`config.mk`:
```
export PLATFORM = sky130hd
export DESIGN_NAME = ordered_list_with_delete_by_key_unit
export DESIGN_NICKNAME = d
export VERILOG_FILES = /design/src/rtl/core/oldk_pkg.sv /design/src/rtl/core/oldk_cell.sv /design/src/rtl/core/ordered_list_with_delete_by_key_unit.sv
export SDC_FILE = /design/constraint.sdc
export NUM_CORES = 1
export LEC_CHECK = 0
export BUFFER_PORTS_ARGS = -buffer_cell sky130_fd_sc_hd__clkbuf_2
export CAP_MARGIN = 20
export CELL_PAD_IN_SITES_DETAIL_PLACEMENT = 0
export CELL_PAD_IN_SITES_GLOBAL_PLACEMENT = 1
export CORE_ASPECT_RATIO = 1.4
export CORE_MARGIN = 2
export CORE_UTILIZATION = 46
export CTS_CLUSTER_SIZE = 28
export DETAILED_ROUTE_END_ITERATION = 6
export PLACE_DENSITY = 0.8
export SLEW_MARGIN = 20
export SYNTH_ARGS = -nofsm -noshare
export SYNTH_HDL_FRONTEND = slang
export SYNTH_HIERARCHICAL = 1
export SYNTH_SLANG_ARGS = --single-unit
```
`constraint.sdc`:
```
create_clock -name clk -period 7.15 [get_ports clk]
set_input_delay 0.3575 -clock clk [delete_from_list [all_inputs] [get_ports clk]]
set_output_delay 0.3575 -clock clk [all_outputs]
set_load 0.03 [all_outputs]
```
`src/rtl/core/oldk_pkg.sv`:
```
// Package for the ordered list unit: sizes, operation and status codes,
// transfer structs and the cell control struct. No dependencies.

package oldk_pkg;

  localparam int DEPTH       = 16;
  localparam int KeyW        = 16;
  localparam int CntW        = $clog2(DEPTH + 1);
  localparam int EntryCountW = 5;

  localparam logic [1:0] OP_FRONT  = 2'd0;
  localparam logic [1:0] OP_BACK   = 2'd1;
  localparam logic [1:0] OP_REMOVE = 2'd2;
  localparam logic [1:0] OP_READ   = 2'd3;

  localparam logic [1:0] ST_OK      = 2'd0;
  localparam logic [1:0] ST_EMPTY   = 2'd1;
  localparam logic [1:0] ST_MISSING = 2'd2;
  localparam logic [1:0] ST_FULL    = 2'd3;

  typedef struct packed {
    logic [1:0]      operation;
    logic [KeyW-1:0] item_key;
  } cmd_t;

  typedef struct packed {
    logic [1:0]             status;
    logic [KeyW-1:0]        entry_value;
    logic [EntryCountW-1:0] entry_count;
    logic                   last_of_run;
  } rsp_t;

  typedef enum logic [2:0] {
    CC_HOLD,
    CC_PUSH_FRONT,
    CC_PUSH_BACK,
    CC_REMOVE,
    CC_ROTATE
  } cell_cmd_t;

  typedef struct packed {
    cell_cmd_t       cmd;
    logic [KeyW-1:0] key;
  } cell_ctl_t;

endpackage

```
`src/rtl/core/oldk_cell.sv`:
```
// One storage cell of the ordered list chain: holds one identifier,
// compares it with the key and shifts toward either neighbor. Uses oldk_pkg.

module oldk_cell
  import oldk_pkg::*;
(
  input  logic            clk,
  input  cell_ctl_t       ctl,
  input  logic            occ,
  input  logic            at_back,
  input  logic            at_tail,
  input  logic            hit_in,
  input  logic [KeyW-1:0] left_val,
  input  logic [KeyW-1:0] right_val,
  input  logic [KeyW-1:0] head_val,
  output logic [KeyW-1:0] val,
  output logic            hit_out
);

  logic [KeyW-1:0] val_next;

  // hit_out: a match sits in this cell or somewhere in front of it
  assign hit_out = hit_in | (occ & (val == ctl.key));

  always_comb begin
    val_next = val;
    case (ctl.cmd)
      CC_PUSH_FRONT: val_next = left_val;
      CC_PUSH_BACK:  if (at_back) val_next = ctl.key;
      CC_REMOVE:     if (hit_out) val_next = right_val;
      CC_ROTATE:     val_next = at_tail ? head_val : right_val;
      default:       val_next = val;
    endcase
  end

  always_ff @(posedge clk) begin
    val <= val_next;
  end

endmodule

```
`src/rtl/core/ordered_list_with_delete_by_key_unit.sv`:
```
// Top level of the ordered list unit: control, fill count, output register
// and the chain of oldk_cell instances. Uses oldk_pkg.
//
// Usage:
//   Command channel (cmd_valid / cmd_stall / cmd) carries an operation and a
//   key; a transfer happens when cmd_valid is high and cmd_stall is low.
//   Response channel (rsp_valid / rsp_stall / rsp) returns results from a
//   single output register; a stalled response holds until taken.
//   Insert front, insert back and remove each give one result, registered
//   on the transfer edge. Insert front shifts every cell toward the back;
//   remove shifts every cell behind the first match toward the front,
//   both in the same cycle.
//   Read all gives N results for N entries (one empty result when N is 0),
//   front to back: cell 0 is emitted while the chain rotates by one, so after
//   N rotations the order is back as before. New commands wait until the
//   run is done and the output register is free.
//   A stalled response stalls the command channel as well.
//   Synchronous reset empties the list and drops any pending response.

module ordered_list_with_delete_by_key_unit
  import oldk_pkg::*;
(
  input  logic clk,
  input  logic rst,
  input  logic cmd_valid,
  output logic cmd_stall,
  input  cmd_t cmd,
  output logic rsp_valid,
  input  logic rsp_stall,
  output rsp_t rsp
);

  typedef enum logic [1:0] {
    S_IDLE = 2'b01,
    S_READ = 2'b10
  } state_t;

  state_t          state, state_next;
  logic [CntW-1:0] count, count_next;
  logic [CntW-1:0] rem, rem_next;
  rsp_t            rsp_next;
  logic            load;
  logic            out_free;
  logic            take;
  logic            full;
  cell_ctl_t       ctl;

  logic [KeyW-1:0] val [DEPTH];
  logic [DEPTH:0]  hit;

  assign out_free  = !rsp_valid || !rsp_stall;
  assign cmd_stall = (state != S_IDLE) || !out_free;
  assign take      = cmd_valid && !cmd_stall;
  assign full      = (count == CntW'(DEPTH));
  assign hit[0]    = 1'b0;

  for (genvar i = 0; i < DEPTH; i++) begin : g_cell
    logic [KeyW-1:0] left_val;
    logic [KeyW-1:0] right_val;

    if (i == 0) begin : g_first
      assign left_val = cmd.item_key;
    end else begin : g_mid
      assign left_val = val[i-1];
    end

    if (i == DEPTH - 1) begin : g_last
      assign right_val = val[0];
    end else begin : g_inner
      assign right_val = val[i+1];
    end

    oldk_cell u_cell (
      .clk       (clk),
      .ctl       (ctl),
      .occ       (CntW'(i) < count),
      .at_back   (CntW'(i) == count),
      .at_tail   (CntW'(i) == count - CntW'(1)),
      .hit_in    (hit[i]),
      .left_val  (left_val),
      .right_val (right_val),
      .head_val  (val[0]),
      .val       (val[i]),
      .hit_out   (hit[i+1])
    );
  end

  always_comb begin
    state_next = state;
    count_next = count;
    rem_next   = rem;
    rsp_next   = rsp;
    load       = 1'b0;
    ctl.cmd    = CC_HOLD;
    ctl.key    = cmd.item_key;

    if (take) begin
      load                 = 1'b1;
      rsp_next.status      = ST_OK;
      rsp_next.entry_value = cmd.item_key;
      rsp_next.last_of_run = 1'b1;
      case (cmd.operation)
        OP_FRONT, OP_BACK: begin
          if (full) begin
            rsp_next.status = ST_FULL;
          end else begin
            ctl.cmd    = (cmd.operation == OP_FRONT) ? CC_PUSH_FRONT : CC_PUSH_BACK;
            count_next = count + CntW'(1);
          end
        end
        OP_REMOVE: begin
          if (count == '0) begin
            rsp_next.status = ST_EMPTY;
          end else if (!hit[DEPTH]) begin
            rsp_next.status = ST_MISSING;
          end else begin
            ctl.cmd    = CC_REMOVE;
            count_next = count - CntW'(1);
          end
        end
        default: begin
          if (count == '0) begin
            rsp_next.status      = ST_EMPTY;
            rsp_next.entry_value = '0;
          end else begin
            ctl.cmd              = CC_ROTATE;
            rsp_next.entry_value = val[0];
            rsp_next.last_of_run = (count == CntW'(1));
            if (count != CntW'(1)) begin
              state_next = S_READ;
              rem_next   = count - CntW'(1);
            end
          end
        end
      endcase
      rsp_next.entry_count = EntryCountW'(count_next);
    end else if (state == S_READ && out_free) begin
      load                 = 1'b1;
      ctl.cmd              = CC_ROTATE;
      rsp_next.status      = ST_OK;
      rsp_next.entry_value = val[0];
      rsp_next.entry_count = EntryCountW'(count);
      rsp_next.last_of_run = (rem == CntW'(1));
      rem_next             = rem - CntW'(1);
      if (rem == CntW'(1)) begin
        state_next = S_IDLE;
      end
    end
  end

  always_ff @(posedge clk) begin
    if (rst) begin
      state     <= S_IDLE;
      count     <= '0;
      rem       <= '0;
      rsp_valid <= 1'b0;
    end else begin
      state <= state_next;
      count <= count_next;
      rem   <= rem_next;
      if (load) begin
        rsp_valid <= 1'b1;
      end else if (!rsp_stall) begin
        rsp_valid <= 1'b0;
      end
    end
  end

  always_ff @(posedge clk) begin
    if (load) begin
      rsp <= rsp_next;
    end
  end

  a_count_bound: assert property (@(posedge clk) disable iff (rst)
    count <= CntW'(DEPTH))
    else $error("fill count above depth");

  a_read_blocks_cmd: assert property (@(posedge clk) disable iff (rst)
    (state == S_READ) |-> cmd_stall)
    else $error("command taken during read run");

  a_read_remaining: assert property (@(posedge clk) disable iff (rst)
    (state == S_READ) |-> (rem != '0 && rem < count))
    else $error("read run counter out of range");

  a_count_stable_in_read: assert property (@(posedge clk) disable iff (rst)
    (state == S_READ) |=> (count == $past(count)))
    else $error("fill count changed during read run");

endmodule

```
==> run summary, run 1 <==
final core occ - 52.2%
die area - 54700 µm²
Pins Over Slew Limit - 0
Worst path slowest cell - edfxtp_1
Final #Nets - 2802
routed wl met3 - 9340 µm
Syn. warnings - 6
IO Pins - 48
Top Metal Used - met4
EDFF count, synth - 280
Crit Path Max Fanout - 22
first-pass GRT wire length - 147000 µm
Port Buffers - 47
Netlist Area Pre-Place - 24300 µm²
Cell variety after synth - 57
Root Buffer - clkbuf_16
row count - 99
Largest stage delay, worst path - 410 ps
DR DRC count - 1
routed len/inst - 28.8 µm
Max clock buf depth - 3
vias in the first global route - 23000
post-layout min period - 6950 ps
CTS Sinks - 293
Static Leak - 10.0 nW
non-filler cells, final - 3506
RSZ-0062 raised after global routing - no
kind of critical path - reg2reg
WL met2 - 47100 µm
PD cells - 202 nW/µm²
placed insts - 3429
startpoint types - flop
Crit path buffers/inverters - 2
Async SR Flop Fraction - 0%
core area - 52100 µm²
Hold Path Class - in2reg
DRT Wirelength - 101000 µm
Mapped Cells - 2670
gr ovfl total - 0
Worst path most repeated cell - a41o_1
die width - 198 µm
Avg Cell Area, Syn - 9.09 µm²
critical path arrival - 7170 ps
clock tree from TritonCTS - done
violated checks - design-rule violations
Worst-Margin Slew - 1150 ps
Fin. Hold Viols - 0
dpl hpwl - 68500 µm
total chip power - 5.51 mW
Vias - 23800
cts bufs inserted - 35
relative max-transition margin - 23.0%
H-tree depth - 2
post-route ant nets - 0
Setup-failing EPs final - 0
sequential area share after synthesis - 35.7%
FMAX - 0.144 GHz
crit end category - flop
status - finished with violations
via/cell ratio - 6.79
pin count of the biggest net entering global routing - 78
predominant post-synthesis flop cell - edfxtp_1
#FFs+latches synth - 293
clock transition at the registers of the reported paths - 60 ps
DR pass1 iterations - 6
starting DRC count in detailed routing - 3013
Global Route Usage Sum - 36.0%
Post-CTS Hold Fix Bufs - 0
layout cells sized above 1 - 12.4%
total of max-cap violations - 0
Final Cycle Share - 97.3%
CP delay by family, top - compound AO/OA/AOI/OAI gates
r2r startpoint - g_cell[0].u_cell/val[9]
Initial Util - 46.6%
Max VDD drop - 0.128 mV
Crit path required time - 7360 ps
worst hold path startpoint - rsp_stall
initial antenna violation count - 3
die height - 276 µm
Worst R2R Setup Slack - 200 ps
Synth-to-Final Area Change - 12.2%
Clock Latency Late Sink - 540 ps
RD Place Congestion - 0.937
Setup crit start - g_cell[0].u_cell/val[9]
Worst Skew - 19.0 ps
Met1 Wirelength - 35200 µm
[worst min-delay path, stage by stage]
cell      delay (ps)
clkbuf_2         100
nand2_1          130
a21oi_1           80
[logic make-up (layout without fill, tap and decap cells)]
kind of cell,count (synthesis),after routing,synth area share [%]
AO/OA/AOI/OAI,1064,1066,29.8
AND/OR/NAND/NOR,729,730,14.2
flip-flops,293,293,35.7
XOR/XNOR,263,263,9.49
buffers and inverters,184,306,4.51
multiplexers,128,128,5.94
adder cells (fa/ha/maj),8,8,0.412
other,1,5,0.0154
[where the power goes]
part / switching [mW] / leakage [nW] / internal (mW) / total [mW]
Sequential: 0.198 / 2.70 / 2.10 / 2.30
Clock: 0.746 / 0.505 / 0.948 / 1.69
Combinational: 0.972 / 6.81 / 0.547 / 1.52
[synthesized netlist by cell type (18+ instances only)]
master	n	area, µm²
buf_6	18	203
mux2_1	128	1440
and3_1	18	113
o22ai_1	129	807
buf_4	49	368
xnor2_1	20	175
a21oi_1	257	1290
xor2_1	243	2130
a21o_1	114	856
o21ai_1	130	651
nand2_1	284	1070
nor2_1	196	736
and2_1	19	119
nor3_1	45	225
o221ai_1	144	1260
nor2b_1	23	144
nor4_1	49	307
o21a_1	145	1090
clkbuf_1	22	82.6
a31oi_1	36	225
buf_2	68	340
o31ai_1	20	150
or3_1	19	119
edfxtp_1	280	8410
nand2b_1	36	225
[final timing paths]
check                                                to  cells after the start
worst max-delay path            g_cell[8].u_cell/val[9]                     29
worst min-delay path                          rsp_valid                      3
worst max register to register  g_cell[8].u_cell/val[9]                     29
worst min register to register                   rem[1]                      2
[area by class of cell]
type                            count  area [µm²]
Sequential cell                   293        8670
Inverter                           26        97.6
Timing Repair Buffer              219        1780
Multi-Input combinational cell   2197       14800
Fill cell                        4818       24900
Tap cell                          707         885
Antenna cell                        3        7.51
Clock inverter                     10        46.3
Clock buffer                       51         978
[state kept, by name (all words and copies together) (netlist names)]
signal             count
g_cell.u_cell/val    256
rsp                   24
count                  5
rem                    5
state                  2
rsp_valid              1
[layer usage]
layer,track usage [%],up-vias
met3,6.60,443
met4,27.8,0
met2,59.7,1529
li1,-,10400
met1,41.1,11400
met5,0,-
[per-stage QoR]
| step | hold slack, ps | setup TNS, ps | instance area [µm²] | setup WS, ps |
|---|---|---|---|---|
| global placement | 456 | 0 | 26000 | 30.1 |
| detailed placement | 462 | -107 | 26000 | -4.44 |
| global route | 222 | 0 | 27200 | 10.8 |
| finish | 198 | 0 | 27200 | 196 |
| floorplan | 429 | 0 | 24500 | 74.3 |
| CTS | 183 | 0 | 27000 | 145 |
[layout by cell type, fill, tap and decap left out, types with 17 or more instances in the layout]
cell type    n
o31ai_1     19
o21ai_1    130
a22o_1      17
and3_1      18
nand2_1    278
clkbuf_16   38
mux2_1     128
xor2_1     243
edfxtp_1   280
a21o_1     114
nor4_1      49
nor3_4      17
xnor2_1     20
clkbuf_2    47
nand2b_1    36
o221ai_1   144
nor2b_1     23
o21a_1     144
buf_12      18
a31oi_1     36
a21oi_1    256
nor3_1      29
o22ai_1    129
nor2_1     195
or3_1       19
and2_1      19
buf_4      151
[repair_timing]
| item | CTS | global route |
|---|---|---|
| endpoints found under the setup margin | 0 | 391 |
| gates resized for setup | 0 | 9 |
| setup buffers | 0 | 9 |
Power figures use the tool's default switching activity.
==> inputs of run 2 (changes only) <==
Settings changed: CELL_PAD_IN_SITES_GLOBAL_PLACEMENT 1 to 2, CORE_UTILIZATION 46 to 38, SYNTH_HIERARCHICAL 1 to unset.
==> run 2 against run 1 <==
The flow now finishes without violations. Combinational power down 52%. Die area rose by 6.2%. Routed wire length decreased by 11%. Non-clock buffer count fell by 108. Sequential share of layout area grew 5.7 points. Clock skew grew 11 ps. Worst hold slack worse by 41 ps. Flip-flop and latch count unchanged. Core utilization decreased by 11 points. Total power is 18% lower. Critical path depth decreased by 20. Critical endpoint is now g_cell[7].u_cell.val[14].
==> run summary, run 2 <==
predominant post-synthesis flop cell - edfxtp_1
sequential area share after synthesis - 40.6%
Synth-to-Final Area Change - 8.23%
Syn. warnings - 0
adder-cell share of the synthesized area - 0.469%
Mapped Cells - 2188
Max VDD drop - 0.127 mV
crit end category - flop
layout cells sized above 1 - 10.9%
P_int - 3.19 mW
cts bufs inserted - 34
commonest non-fill, non-tap cell in the layout - edfxtp_1
starting DRC count in detailed routing - 2306
post-layout min period - 4870 ps
status - finished clean
CP delay by family, top - simple AND/OR/NAND/NOR gates
dpl hpwl - 60900 µm
count leader, synth - edfxtp_1
Post-CTS Hold Fix Bufs - 0
Worst path slowest cell - buf_4
clock tree from TritonCTS - done
post-route ant nets - 0
relative max-transition margin - 11.8%
Worst-Margin Slew - 1320 ps
fillers - 5362
mux share of post-synthesis cell area - 0.950%
Avg Cell Area, Syn - 9.75 µm²
top post-synthesis cells by count - edfxtp_1 (280), nand2_1 (277), a21boi_0 (160)
startpoint types - flop
Crit Path Max Fanout - 70
post-CTS resize count - 0
compound-cell area share of the yosys netlist - 26.8%
Synth Net Count - 2218
Worst path most repeated cell - a21oi_1
Static Leak - 8.00 nW
gr ovfl total - 0
Global Route Usage Sum - 30.3%
Initial Util - 38.5%
non-filler cells, final - 2874
Crit path required time - 7440 ps
Hold Path Class - in2reg
total of max-cap violations - 0
Cell variety after synth - 75
Worst Skew - 30.1 ps
critical path arrival - 5160 ps
Vias - 19200
RSZ-0062 raised after global routing - no
post-route cell area - 23100 µm²
row count - 102
EDFF count, synth - 280
kind of critical path - reg2reg
Switch Pwr - 1.34 mW
highest-count cells in the layout ignoring fill and taps - edfxtp_1 (280), nand2_1 (277), a21boi_0 (160), a31oi_1 (158), a211o_1 (151)
Combinational Power Share - 16.1%
Placed Area - 22000 µm²
placed insts - 2812
Async SR Flop Fraction - 0%
via/cell ratio - 6.68
die height - 284 µm
Sw Ratio - 29.6%
FMAX - 0.205 GHz
routed len/inst - 31.2 µm
clock transition at the registers of the reported paths - 60 ps
DR pass1 iterations - 7
first-pass GRT wire length - 129000 µm
Largest regs - g_cell.u_cell.val: 256 flops, rsp: 24 flops
sequential power share - 45.5%
Crit path buffers/inverters - 1
Largest Register - g_cell.u_cell.val
clock power share - 38.3%
Fin. Hold Viols - 0
top cells by area, synth - edfxtp_1 (39%), a211o_1 (6.2%), xor2_1 (5.7%)
DR DRC count - 0
core area - 55400 µm²
Root Buffer - clkbuf_16
Post-Synth Simple-Gate Area - 14.8%
Largest stage delay, worst path - 720 ps
post-CTS setup repair buffer count - 0
Setup-failing EPs final - 0
Largest register FFs - 256
Netlist Area Pre-Place - 21300 µm²
Yosys top cell by area - edfxtp_1
combinational family with the most area after synthesis - compound AO/OA/AOI/OAI gates
Synth top area share - 39.4%
H-tree depth - 2
RD Place Congestion - 0.968
Port Buffers - 47
xor/xnor cell area share of the yosys netlist - 10.8%
DRT Wirelength - 89700 µm
vias in the first global route - 18700
die width - 204 µm
die area - 58100 µm²
pin count of the biggest net entering global routing - 113
Final Cycle Share - 68.1%
#FFs+latches synth - 293
IO Pins - 48
Pins Over Slew Limit - 0
crit path cell chain - nor2_1 > a21oi_1 > nand4_1 > o22ai_1 > nor4_4 > and3_4 > buf_4 > a21oi_1 > a2111o_1
Clock Latency Late Sink - 550 ps
Max clock buf depth - 3
Final #Nets - 2151
PD cells - 196 nW/µm²
setup TNS - 0 ps
CTS Sinks - 293
initial antenna violation count - 2
==> run 2: cells by family (layout without fill, tap and decap cells) <==
kind of cell,Yosys count,in the layout
buf+inv,235,192
fa+ha+maj,8,8
xor+xnor,263,263
other cells,0,1
simple gates,621,621
compound gates,750,750
flops,293,293
mux,18,18
==> run 2: path summary, 6_finish.rpt <==
| kind | from | to | slack, ps | cells past startpoint |
|---|---|---|---|---|
| max | count[3] | g_cell[7].u_cell.val[14] | 2280 | 9 |
| min | rsp_stall | rsp_valid | 160 | 3 |
| max reg2reg | count[3] | g_cell[7].u_cell.val[14] | 2280 | 9 |
| min reg2reg | state[1] | state[1] | 510 | 2 |
==> run 2: power groups by stage <==
stage / clock network, mW / registers [mW] / logic [mW]
2_1_floorplan: 0 / 2.08 / 0.482
3_3_place_gp: 0 / 2.09 / 0.700
3_5_place_dp: 0 / 2.10 / 0.712
4_1_cts: 1.75 / 2.06 / 0.714
5_1_grt: 1.81 / 2.07 / 0.769
6_report: 1.74 / 2.06 / 0.730
==> run 2: worst register-to-register path, cell delays in order (launching register included) <==
cell      delay [ps]
dfxtp_1          540
nor2_1           710
a21oi_1          330
nand4_1          170
o22ai_1          220
nor4_4           630
and3_4           560
buf_4            730
a21oi_1          340
a2111o_1         410
==> run 2: stage by stage <==
step	util, %	setup slack, ps	power, mW	hold WS [ps]
2_1_floorplan	-	2900	2.56	430
3_3_place_gp	39.6	2420	2.79	492
3_5_place_dp	39.7	2440	2.81	497
4_1_cts	41.6	2480	4.53	143
5_1_grt	41.7	2090	4.65	194
6_report	41.7	2280	4.53	157
==> run 2: layer usage <==
| layer | vias up | track usage (%) | share of wire (%) |
|---|---|---|---|
| li1 | 8300 | - | - |
| met1 | 9500 | 38.3 | 39 |
| met2 | 1106 | 48.3 | 46 |
| met3 | 293 | 4.78 | 8.4 |
| met4 | 2 | 18.3 | 6.8 |
| met5 | - | 0 | 0.014 |
==> run 2: layout make-up <==
class	instances	area, µm²	share of cell area [%]
flip-flops and latches	293	8670	37.6
clock buffers	41	941	4.08
well taps	728	911	3.95
clock inverters	19	126	0.548
inverters	21	78.8	0.342
diodes	1	2.50	0.0108
repair buffers	111	736	3.19
multi-input cells	1660	11600	50.3
